## src/hw/rtl/swam_pkg.sv

```systemverilog
// ----------------------------------------------------------------------------
// swam_pkg
// word types and kind codes shared by the sliding window anagram matcher
// ----------------------------------------------------------------------------
package swam_pkg;

	localparam int KIND_W   = 2;
	localparam int LETTER_W = 5;

	// number of letters, every one fits the letter field
	localparam int ALPHABET_SIZE = 26;

	// kind codes of an input word
	localparam logic [KIND_W-1:0] KIND_CLEAR   = 2'd0;
	localparam logic [KIND_W-1:0] KIND_PATTERN = 2'd1;
	localparam logic [KIND_W-1:0] KIND_TEXT    = 2'd2;

	typedef struct packed {
		logic [KIND_W-1:0]   kind;
		logic [LETTER_W-1:0] letter;
	} in_word_t;

	typedef struct packed {
		logic window_match;
		logic found;
		logic overflow;
	} out_word_t;

endpackage

```

## src/hw/rtl/sliding_window_anagram_match.sv

```systemverilog
// ----------------------------------------------------------------------------
// sliding_window_anagram_match
// streaming check whether the latest text window is a permutation of a pattern
// ----------------------------------------------------------------------------
// Usage
//   item channel (item_valid / item_stall / item): a clear word starts a query,
//   pattern words build the pattern, text words slide the window over the text.
//   result channel (result_valid / result_stall / result): one word per item,
//   carrying the window match of that item and the sticky found and overflow.
// Timing
//   an item is registered into the input stage at the edge it is accepted and
//   its result is loaded into the output register when the input stage
//   advances. one item is accepted every cycle while item_stall is low; the
//   per-letter count lanes and the mismatch check are updated together when
//   the item advances, and the ring of recent letters is read as the item is
//   registered so the leaving letter is ready when its item is processed.
// Reset and stall
//   reset empties both stages and clears the query (found reads 1 since the
//   pattern is empty). while result_stall holds a waiting result, one more
//   item is taken into the input stage, then item_stall rises until the
//   result is taken.
// ----------------------------------------------------------------------------
module sliding_window_anagram_match #(
	parameter int MAX_WINDOW = 64
) (
	input  logic                clk,
	input  logic                arst_n,
	input  logic                item_valid,
	output logic                item_stall,
	input  swam_pkg::in_word_t  item,
	output logic                result_valid,
	input  logic                result_stall,
	output swam_pkg::out_word_t result
);
	import swam_pkg::*;

	localparam int AW = (MAX_WINDOW > 1) ? $clog2(MAX_WINDOW) : 1;
	localparam int CW = $clog2(MAX_WINDOW + 1);
	localparam int DW = CW + 1;
	localparam int SW = $clog2(2 * MAX_WINDOW + 1);
	localparam logic [AW-1:0] WP_LAST = AW'(MAX_WINDOW - 1);
	localparam logic [CW-1:0] LEN_MAX = CW'(MAX_WINDOW);
	localparam logic [SW-1:0] RING_SPAN = SW'(MAX_WINDOW);

	// handshake
	logic      valid_s1;
	in_word_t  word_s1;
	logic      adv_s1;
	logic      item_fire;
	logic      res_valid_q;
	out_word_t res_q;

	// query state
	logic [CW-1:0] plen_q, plen_d;
	logic [CW-1:0] seen_q, seen_d;
	logic [AW-1:0] wp_q, wp_d;
	logic          found_q, found_d;
	logic          ovf_q, ovf_d;
	// per-letter window count minus pattern count
	logic [DW-1:0] diff_q [ALPHABET_SIZE];
	logic [DW-1:0] diff_d [ALPHABET_SIZE];

	// ring of recent text letters
	logic [LETTER_W-1:0] ring_q [MAX_WINDOW];
	logic [LETTER_W-1:0] ring_rd_s1;
	logic                byp_s1;
	logic [LETTER_W-1:0] byp_letter_s1;
	logic [LETTER_W-1:0] old_letter;
	logic [SW-1:0]       rd_sum;
	logic [AW-1:0]       rd_addr;
	logic                rd_hit;

	// decoded update
	logic clear;
	logic pat_upd;
	logic text_upd;
	logic full;
	logic empty_hit;
	logic letter_ok;
	logic old_ok;
	logic all_zero;
	logic match;

	assign adv_s1       = valid_s1 && (!res_valid_q || !result_stall);
	assign item_stall   = valid_s1 && !adv_s1;
	assign item_fire    = item_valid && !item_stall;
	assign result_valid = res_valid_q;
	assign result       = res_q;

	assign old_letter = byp_s1 ? byp_letter_s1 : ring_rd_s1;
	assign letter_ok  = 32'(word_s1.letter) < ALPHABET_SIZE;
	assign old_ok     = 32'(old_letter) < ALPHABET_SIZE;

	// decode the stage 1 word into scalar state updates
	always_comb begin
		plen_d    = plen_q;
		seen_d    = seen_q;
		wp_d      = wp_q;
		ovf_d     = ovf_q;
		clear     = 1'b0;
		pat_upd   = 1'b0;
		text_upd  = 1'b0;
		full      = 1'b0;
		empty_hit = 1'b0;
		if (adv_s1) begin
			case (word_s1.kind)
				KIND_CLEAR: begin
					clear  = 1'b1;
					plen_d = '0;
					seen_d = '0;
					wp_d   = '0;
					ovf_d  = 1'b0;
				end
				KIND_PATTERN: begin
					if (letter_ok && seen_q == '0 && wp_q == '0) begin
						if (plen_q >= LEN_MAX) begin
							ovf_d = 1'b1;
						end else begin
							pat_upd = 1'b1;
							plen_d  = plen_q + 1'b1;
						end
					end
				end
				KIND_TEXT: begin
					if (letter_ok) begin
						if (plen_q != '0) begin
							text_upd = 1'b1;
							full     = seen_q >= plen_q;
							if (!full)
								seen_d = seen_q + 1'b1;
							wp_d = (wp_q == WP_LAST) ? '0 : wp_q + 1'b1;
						end else begin
							empty_hit = 1'b1;
						end
					end
				end
				default: ;
			endcase
		end
	end

	// count lanes: new letter counts up, leaving letter and pattern letters count down
	always_comb begin
		all_zero = 1'b1;
		for (int c = 0; c < ALPHABET_SIZE; c++) begin
			if (clear) begin
				diff_d[c] = '0;
			end else begin
				diff_d[c] = diff_q[c]
					+ ((text_upd && 32'(word_s1.letter) == c) ? DW'(1) : DW'(0))
					- ((pat_upd && 32'(word_s1.letter) == c) ? DW'(1) : DW'(0))
					- ((full && old_ok && 32'(old_letter) == c) ? DW'(1) : DW'(0));
			end
			if (diff_d[c] != '0)
				all_zero = 1'b0;
		end
	end

	// window match and sticky found
	always_comb begin
		match   = empty_hit || (text_upd && seen_d == plen_q && all_zero);
		found_d = clear ? 1'b0 : (found_q || match);
	end

	// ring read address for the next item: oldest letter of the window
	always_comb begin
		rd_sum  = SW'(wp_d) + RING_SPAN - SW'(plen_d);
		rd_addr = (rd_sum >= RING_SPAN) ? AW'(rd_sum - RING_SPAN) : AW'(rd_sum);
		rd_hit  = text_upd && (wp_q == rd_addr);
	end

	// ring write
	always_ff @(posedge clk) begin
		if (text_upd)
			ring_q[wp_q] <= word_s1.letter;
	end

	// stage 1 payload and ring read
	always_ff @(posedge clk) begin
		if (item_fire) begin
			word_s1       <= item;
			ring_rd_s1    <= ring_q[rd_addr];
			byp_s1        <= rd_hit;
			byp_letter_s1 <= word_s1.letter;
		end
	end

	// result payload
	always_ff @(posedge clk) begin
		if (adv_s1) begin
			res_q.window_match <= match;
			res_q.found        <= found_d || (plen_d == '0);
			res_q.overflow     <= ovf_d;
		end
	end

	// control and query state
	always_ff @(posedge clk or negedge arst_n) begin
		if (!arst_n) begin
			valid_s1    <= 1'b0;
			res_valid_q <= 1'b0;
			plen_q      <= '0;
			seen_q      <= '0;
			wp_q        <= '0;
			found_q     <= 1'b0;
			ovf_q       <= 1'b0;
			for (int c = 0; c < ALPHABET_SIZE; c++)
				diff_q[c] <= '0;
		end else begin
			if (item_fire)
				valid_s1 <= 1'b1;
			else if (adv_s1)
				valid_s1 <= 1'b0;
			if (adv_s1)
				res_valid_q <= 1'b1;
			else if (!result_stall)
				res_valid_q <= 1'b0;
			plen_q  <= plen_d;
			seen_q  <= seen_d;
			wp_q    <= wp_d;
			found_q <= found_d;
			ovf_q   <= ovf_d;
			for (int c = 0; c < ALPHABET_SIZE; c++)
				diff_q[c] <= diff_d[c];
		end
	end

endmodule

```

## config.mk

```make
export PLATFORM = sky130hd
export DESIGN_NAME = sliding_window_anagram_match
export DESIGN_NICKNAME = d
export VERILOG_FILES = /design/src/hw/rtl/swam_pkg.sv /design/src/hw/rtl/sliding_window_anagram_match.sv
export SDC_FILE = /design/constraint.sdc
export NUM_CORES = 1
export LEC_CHECK = 0
export ABC_AREA = 1
export BUFFER_PORTS_ARGS = -buffer_cell sky130_fd_sc_hd__buf_2
export CAP_MARGIN = 10
export CORE_MARGIN = 4
export CORE_UTILIZATION = 60
export CTS_CLUSTER_DIAMETER = 60
export DETAILED_ROUTE_END_ITERATION = 12
export GPL_TIMING_DRIVEN = 0
export PLACE_DENSITY = 0.85
export SLEW_MARGIN = 30
export SYNTH_ARGS = -nofsm -noshare
export SYNTH_HDL_FRONTEND = slang
export SYNTH_SLANG_ARGS = --single-unit
```

## constraint.sdc

```tcl
create_clock -name clk -period 12.8 [get_ports clk]
set_input_delay 0.64 -clock clk [delete_from_list [all_inputs] [get_ports clk]]
set_output_delay 0.64 -clock clk [all_outputs]
set_load 0.02 [all_outputs]
```

**Word-level counts from Yosys, hierarchy flattened**

Memories as Yosys holds them, arrays and structs flattened. A register that Yosys moved wholly into a read port is not among the register bits.
Cells that the tools add are included.

- Bits in registers: 248
- RAM bits: 320
- Bits of input ports: 11
- Output and inout port bits: 5
- Word-level logic and storage cells: 490
- Memories: 1

Memory list:

| memory | depth | bits a word | rd ports | clocked after Yosys merged registers in | wr ports | RTL line | RTL |
|---|---|---|---|---|---|---|---|
| ring_q | 64 | 5 | 1 | 1 | 1 | sliding_window_anagram_match.sv:64 | `logic [LETTER_W-1:0] ring_q [MAX_WINDOW];` |

- Add/sub/neg operators: 84
- Order comparisons: 5
- Equal/unequal tests: 56
- Muxes and demuxes: 175
- Reductions and logical operators: 129

Operators with widths:

| operator | number |
|---|---|
| subtractor 8 x 1 -> 8 bit | 52 |
| adder 8 x 1 -> 8 bit | 26 |
| 2-to-1 mux 8 bit | 26 |
| nonzero test 8 bit | 26 |
| 2-to-1 mux 1 bit | 132 |
| equality test 5 bit (second input constant) | 20 |
| logical AND 1 bit | 87 |
| equality test 5 x 4 -> 1 bit (second input constant) | 16 |
| 2-to-1 mux 7 bit | 7 |
| equality test 5 x 3 -> 1 bit (second input constant) | 8 |
| 2-to-1 mux 6 bit | 5 |
| case mux 7 bit (2 select lines) | 2 |
| equality test 5 x 2 -> 1 bit (second input constant) | 4 |
| adder 7 x 1 -> 7 bit (second input constant) | 2 |
| logical NOT 7 bit | 2 |
| case mux 6 bit (2 select lines) | 1 |
| equality test 5 x 1 -> 1 bit (second input constant) | 2 |
| logical NOT 5 bit | 2 |
| < comparator 5 bit (second input constant) | 2 |
| adder 6 x 7 -> 8 bit (second input constant) | 1 |
| >= comparator 8 x 7 -> 1 bit (second input constant) | 1 |
| subtractor 8 x 7 -> 8 bit | 1 |
| equality test 7 bit | 1 |
| >= comparator 7 bit | 1 |
| 16 further kinds | 22 |

**Logic depth before layout (Yosys ltp)**

Gate-level depths: netlist of the first run.

- Depth in word-level cells: 43
- Gate-level depth with buffers: 36
- Depth with buffers taken out: 34

**Worst setup path before layout of the first run**

No wires, ideal clock.

- Path type: register to register
- Start: register word_s1[2] (netlist bit)
- End: register res_q (netlist bit result[1]) (data pin)
- Setup time: 131 ps
- Data arrival time: 5285 ps
- Slack: 7385 ps
- Cell stages (with the launch flop): 31
- Buffers on the path: 2
- Period minus slack after synthesis: 5415 ps
- Path through: edfxtp_1 -> inv_1 -> nand2_1 -> nand3_1 -> nand4_1 -> clkbuf_1 -> inv_1 -> nand2_1 -> nor2_1 -> inv_1 -> clkbuf_1 -> nor2_1 -> fa_1 -> inv_1 -> ha_1 -> ha_1 -> fa_1 -> or2_2 -> nand3_1 -> nand3_1 -> nor2_1 -> nand2_1 -> nor2_1 -> nand2_1 -> nor2_1 -> nand4_1 -> nor3_1 -> nand4_1 -> nand3_1 -> nand2_1 -> nand2_1

- Cells in the longest elaborated chain, start to end: 43

RTL lines:

| item | RTL line | RTL |
|---|---|---|
| from (decl) | sliding_window_anagram_match.sv:47 | `in_word_t word_s1;` |
| from (signal assigned) | sliding_window_anagram_match.sv:181 | `word_s1 <= item;` |
| parallel branches: the longest is 42 deep, another holds adder 8 x 1 -> 8 bit | n/a |  |
| logical OR 1 bit (*) | sliding_window_anagram_match.sv:192 | `res_q.found <= found_d \|\| (plen_d == '0);` |
| to (decl) | sliding_window_anagram_match.sv:51 | `out_word_t res_q;` |

Every way passes the cells marked *.
A chain may end at the register's enable or synchronous reset.

**Worst setup path in the final report of the first run**

Same ends and word-level chain as after synthesis.

==> flow_metrics.tcl, run 1 <==
set metrics [dict create \
    drtIter0Drc 3503 \
    syn_area_per_cell_um2 8.728 \
    tightest_slew_ns 1.083 \
    worstPathArrival_ns 7.65 \
    cp_data_required_time_ns 13.31 \
    startpoint_type "flip-flop" \
    setup_viol 0 \
    post-synth-top-area-fraction 0.3110 \
    cp_slowest_stage_delay_ns 0.85 \
    io_pins 16 \
    async_reset_ff_frac 0.4049 \
    yosysSeqAreaShare 0.4873 \
    worstSkewPairLatency_ns 0.68 \
    endpoint_kind "flip-flop" \
    path_max_fanout 15 \
    cp.buffers_inverters 5 \
    track_usage 0.2952 \
    cts_max_path_buffers 3 \
    cp_top_family "simple AND/OR/NAND/NOR gates" \
    final_cell_mix "inv_1 (739), nand2_1 (594), nor2_1 (521)" \
    dieHeight_um 242.3 \
    ys_ff_latch 573 \
    hold_violations 0 \
    synth_area_mm2 0.03293 \
    detail-route-antenna-nets 0 \
    ys_top_cells_by_area "edfxtp_1 (31%), dfrtp_1 (18%), ha_1 (8.6%)" \
    slew_violations 0 \
    rsz0062_at_grt "false" \
    final.min_clock_period_ns 7.136 \
    grt_max_degree 82 \
    die_w_um 242.3 \
    start_util 0.6095 \
    io_buffers 15 \
    cts-root-buf "clkbuf_16" \
    finalWirelength_um 88480 \
    outcome "completed" \
    route.detailed.drc 0 \
    gp_congestion 1.013 \
    skew_ns 0.04640 \
    path_common_cell "nand2_1" \
    n_antenna_cell 0 \
    cts_setup_buffers 0 \
    tns_ns 0 \
    num_vias 27260 \
    hold_path_class "input port to flip-flop" \
    grt_pass1_vias 26490 \
    final_nets 4162 \
    grt_pass1_wl_um 137800 \
    overflow 0 \
    timing.slew.headroom 0.2782 \
    h-tree-depth 2 \
    ys.flop_type "edfxtp_1" \
    ys_types 40 \
    max_freq_mhz 140.1 \
    synth_edf_count 341 \
    timing.hold.ws_ns 0.1775 \
    layout_commonest_cell "inv_1" \
    dp_hpwl_um 61140 \
    cts.sinks 573 \
    critPathKind "flip-flop to flip-flop" \
    synth_cells 3773 \
    path_clk_slew_ns 0.06 \
    cts_tree "yes" \
    area_delta_synth_final_pct 10.59 \
    syn_nets 4063 \
    critPathSlowestCell "edfxtp_1" \
    wl_per_cell_um 19.15 \
    firstDrtPassIters 8 \
    yosys.area.top_type "edfxtp_1" \
    drive_gt1_frac 0.05503 \
    numCtsBuffers 61 \
    post-route-period-util 0.5575 \
    viasPerCell 5.899 \
    placementRows 85 \
    maxCapViolCount 0 \
    die_area_mm2 0.05869 \
    yosys_warnings 0 \
    core_mm2 0.05403 \
    antenna_found_initial 0 \
]
-- area by class of cell --
cell class	instances	area [µm²]
plain buffers	106	421.7
clock buffers	70	1580
clock inverters	46	621.8
fillers	3989	17610
inverters	744	2793
multi-input cells	2350	13690
flip-flops and latches	573	16050
well taps	696	870.8
repair buffers	36	399.1
-- worst paths after layout --
kind | from | to | slack (ns) | cells past startpoint
worst min register to register | ovf_q | ovf_q | 0.52 | 2
worst max-delay path | word_s1[2] | result[1] | 5.66 | 28
min in group asynchronous | arst_n | diff_q[165] | 0.39 | 2
worst max register to register | word_s1[2] | result[1] | 5.66 | 28
worst min-delay path | item[5] | word_s1[5] | 0.18 | 1
max in group asynchronous | arst_n | diff_q[86] | 11.45 | 4
-- state kept, by name (all words and copies together) (netlist names) --
signal	cells
plen_q	7
result	3
valid_s1	1
wp_q	6
seen_q	7
ring_rd_s1	5
byp_s1	1
result_valid	1
ovf_q	1
found_q	1
word_s1	7
diff_q	208
ring_q	320
byp_letter_s1	5
-- layer usage --
layer  GRT usage  part of all wire  wire length (µm)
met3     0.06597              0.11              9357
met5           0                 0                 0
met2      0.4790              0.46             40490
met4      0.1794             0.072              6410
met1      0.3622              0.36             32230
-- through the flow --
stage               cells  setup WS (ns)    util  cell area (µm²)
CTS                  4621          5.867  0.6738            36400
detailed placement   4504          5.922  0.6329            34190
global route         4621          5.272  0.6741            36420
floorplan            3773          7.385       -            32930
finish               4621          5.664  0.6741            36420
global placement     4484          4.398  0.6270            33880
-- what timing repair did --
item | in CTS | in global routing
gates resized for setup | 0 | 0
hold buffers | 1 | 0
endpoints found under the hold margin | 9 | 0
-- cell families after synthesis --
group	after synthesis	share of synthesized area
compound gates	328	0.06019
fa+ha+maj	279	0.1181
mux	1	0.0003040
simple gates	1704	0.2263
xor+xnor	38	0.01034
buf+inv	850	0.09754
flops	573	0.4873
-- worst register-to-register path, delay by kind of cell (launching register included) --
kind / cells / cell delay (ns)
flops: 1 / 0.85
simple gates: 19 / 3.22
buf+inv: 5 / 1.52
fa+ha+maj: 4 / 1.42
-- synthesized netlist by cell type, types with 2 or more instances --
cell type,number
nor4_1,2
nand3b_1,37
nand2_1,594
nand3_2,2
inv_1,739
o21ai_1,2
nand4_1,111
a21oi_1,101
buf_2,14
xor2_1,30
edfxtp_1,341
xnor2_1,7
ha_1,226
dfrtp_1,232
nor3_1,19
a31oi_1,14
o21ai_0,124
or2_2,52
inv_2,5
nor2_1,521
nand3_1,360
o32ai_1,80
clkbuf_1,80
fa_1,53
nor2_2,2
buf_1,11
Power of run 1 is not shown: default switching activity piles up to over one toggle a cycle in this logic, so the estimate is an artifact.
==> inputs of run 2 (changes only) <==
CORE_UTILIZATION = 58   (was 60)
PLACE_DENSITY = 0.86   (was 0.85)
clock period = 5.8 ns   (was 12.8 ns; I/O delays follow)
==> run 2 against run 1 <==
Against the previous run:
- clock-buffer cell count up 17
- flip-flop and latch count did not move
- non-clock buffer count grew 18
- final cell count increased by 1.6%
- critical path depth up 1
- utilization fell by 2.5 points
- fmax up 26%
==> flow_metrics.tcl, run 2 (synthesized netlist as in run 1, its figures left out) <==
set metrics [dict create \
    stdcell_area_mm2 0.03652 \
    grt_pass1_wl_um 138700 \
    max_freq_mhz 175.9 \
    wl_met1_um 32270 \
    critPathSlowestCell "fa_1" \
    core_mm2 0.05628 \
    path_clk_slew_ns 0.06 \
    grt_pass1_vias 26840 \
    placementRows 87 \
    final_nets 4179 \
    wl_met3_um 8731 \
    hold_path_class "input port to asynchronous set/reset pin" \
    overflow 0 \
    skew_ns 0.05204 \
    p_leak_nw 17.36 \
    numCtsBuffers 60 \
    worstSkewPairLatency_ns 0.68 \
    dieHeight_um 246.3 \
    gp_congestion 1.008 \
    die_w_um 246.3 \
    hold_violations 0 \
    timing.slew.headroom 0.3178 \
    multiInputGateArea_mm2 0.01372 \
    antenna_found_initial 1 \
    slew_violations 0 \
    fillCellCount 4318 \
    cts_max_path_buffers 3 \
    rsz0062_at_grt "true" \
    final.min_clock_period_ns 5.685 \
    worstPathArrival_ns 6.20 \
    maxCapViolCount 0 \
    r2r_end "result[1]" \
    reg2regPathDepth 29 \
    regArea_mm2 0.01605 \
    critPathKind "flip-flop to flip-flop" \
    viasPerCell 5.811 \
    setup_viol 0 \
    io_pins 16 \
    route.met2.wl_um 41050 \
    track_usage 0.2916 \
    n_antenna_cell 0 \
    cp_slowest_stage_delay_ns 0.43 \
    area_delta_synth_final_pct 10.89 \
    endpoint_kind "flip-flop" \
    final_cell_count_no_fill 4694 \
    ir_worst_vdd_mv 0.5409 \
    largest-register "ring_q" \
    finalWirelength_um 88280 \
    placed_area_mm2 0.03428 \
    num_vias 27280 \
    io_buffers 15 \
    cp_data_required_time_ns 6.32 \
    start_util 0.5851 \
    place_inst 4565 \
    drtIter0Drc 3212 \
    cp-startpoint "word_s1[4]" \
    post-route-period-util 0.9802 \
    final_cell_mix "inv_1 (739), nand2_1 (593), nor2_1 (516)" \
    r2r_start "word_s1[4]" \
    tightest_slew_ns 1.022 \
    cts-root-buf "clkbuf_16" \
    endpoint "result[1]" \
    largest_reg_flops 320 \
    firstDrtPassIters 8 \
    cellPowerDensity_mw_per_mm2 636.5 \
    dp_hpwl_um 61680 \
    startpoint_type "flip-flop" \
    drive_gt1_frac 0.05866 \
    layout_commonest_cell "inv_1" \
    h-tree-depth 2 \
    highest_layer "met5" \
    route.detailed.drc 0 \
    detail-route-antenna-nets 0 \
    wl_per_cell_um 18.81 \
    die_area_mm2 0.06065 \
    path_max_fanout 23 \
    cts.sinks 573 \
    grt_max_degree 85 \
    cts_tree "yes" \
    r2r_slack_ns 0.11 \
    outcome "completed" \
    reg_top3 "ring_q (320), diff_q (208)" \
]
## run 2: changes by cell type in the layout (fill, tap and decap cells not counted), sizes merged
cell / previous run / this run
dlygate4sd3: 1 / 9
clkinvlp: 6 / 1
clkbuf: 150 / 167
buf: 61 / 71
bufinv: 12 / 7
clkinv: 25 / 13
## run 2: repair_timing
action / in CTS / in global routing
endpoints found under the setup margin: 9 / 8
gates resized for setup: 5 / 25
hold endpoints to repair: 184 / 0
pin swaps: 1 / 2
setup buffers: 5 / 4
hold buffers: 9 / 0
## run 2: final cells by class
| cell class | instances | share of cell area |
|---|---|---|
| clock buffer | 87 | 0.04554 |
| tap | 756 | 0.02590 |
| inverter | 744 | 0.07648 |
| sequential | 573 | 0.4394 |
| multi-input combinational | 2350 | 0.3756 |
| timing repair buffer | 54 | 0.01508 |
| buffer | 106 | 0.01213 |
| clock inverter | 24 | 0.009834 |
## run 2: metrics by stage
step / util / hold slack [ns] / setup slack [ns] / total power, mW / setup TNS (ns)
after floorplan: - / -0.005591 / 0.3846 / 14.98 / 0
after global placement: 0.6033 / 0.4664 / -2.241 / 18.10 / -89.55
after detailed placement: 0.6091 / 0.1170 / -0.9040 / 18.61 / -4.030
after CTS: 0.6475 / 0.01151 / 0.01213 / 22.74 / 0
after global routing: 0.6488 / 0.05490 / -0.08677 / 24.98 / -0.08677
final: 0.6488 / 0.04612 / 0.1149 / 23.24 / 0
## run 2: how the worst min path moves through the flow
stage                      start  cells past startpoint           end
global placement         item[3]                      1    word_s1[3]
global route              arst_n                      2    diff_q[12]
CTS                 result_stall                      3  result_valid
floorplan                 arst_n                      0     diff_q[0]
detailed placement        arst_n                      1    diff_q[13]
finish                    arst_n                      2     diff_q[3]
## run 2: layer usage
layer / up-vias / track usage
met5: - / 0
met2: 1502 / 0.4813
met3: 393 / 0.06008
met4: 2 / 0.1709
met1: 12780 / 0.3562
li1: 12600 / -
## run 2: where the power goes
part	internal, mW	total, mW	switching (mW)
Combinational	4.56	13.8	9.26
Clock	2.31	3.98	1.67
Sequential	5.07	5.44	0.366
## run 2: worst max-delay path: cells and delay by family, from the launching register on
kind / cells / cell delay, ns
adders and majority gates: 4 / 1.38
DFF: 1 / 0.38
buffers and inverters: 7 / 1.24
and+or+nand+nor: 18 / 2.50
(Power assumes the default switching activity.)
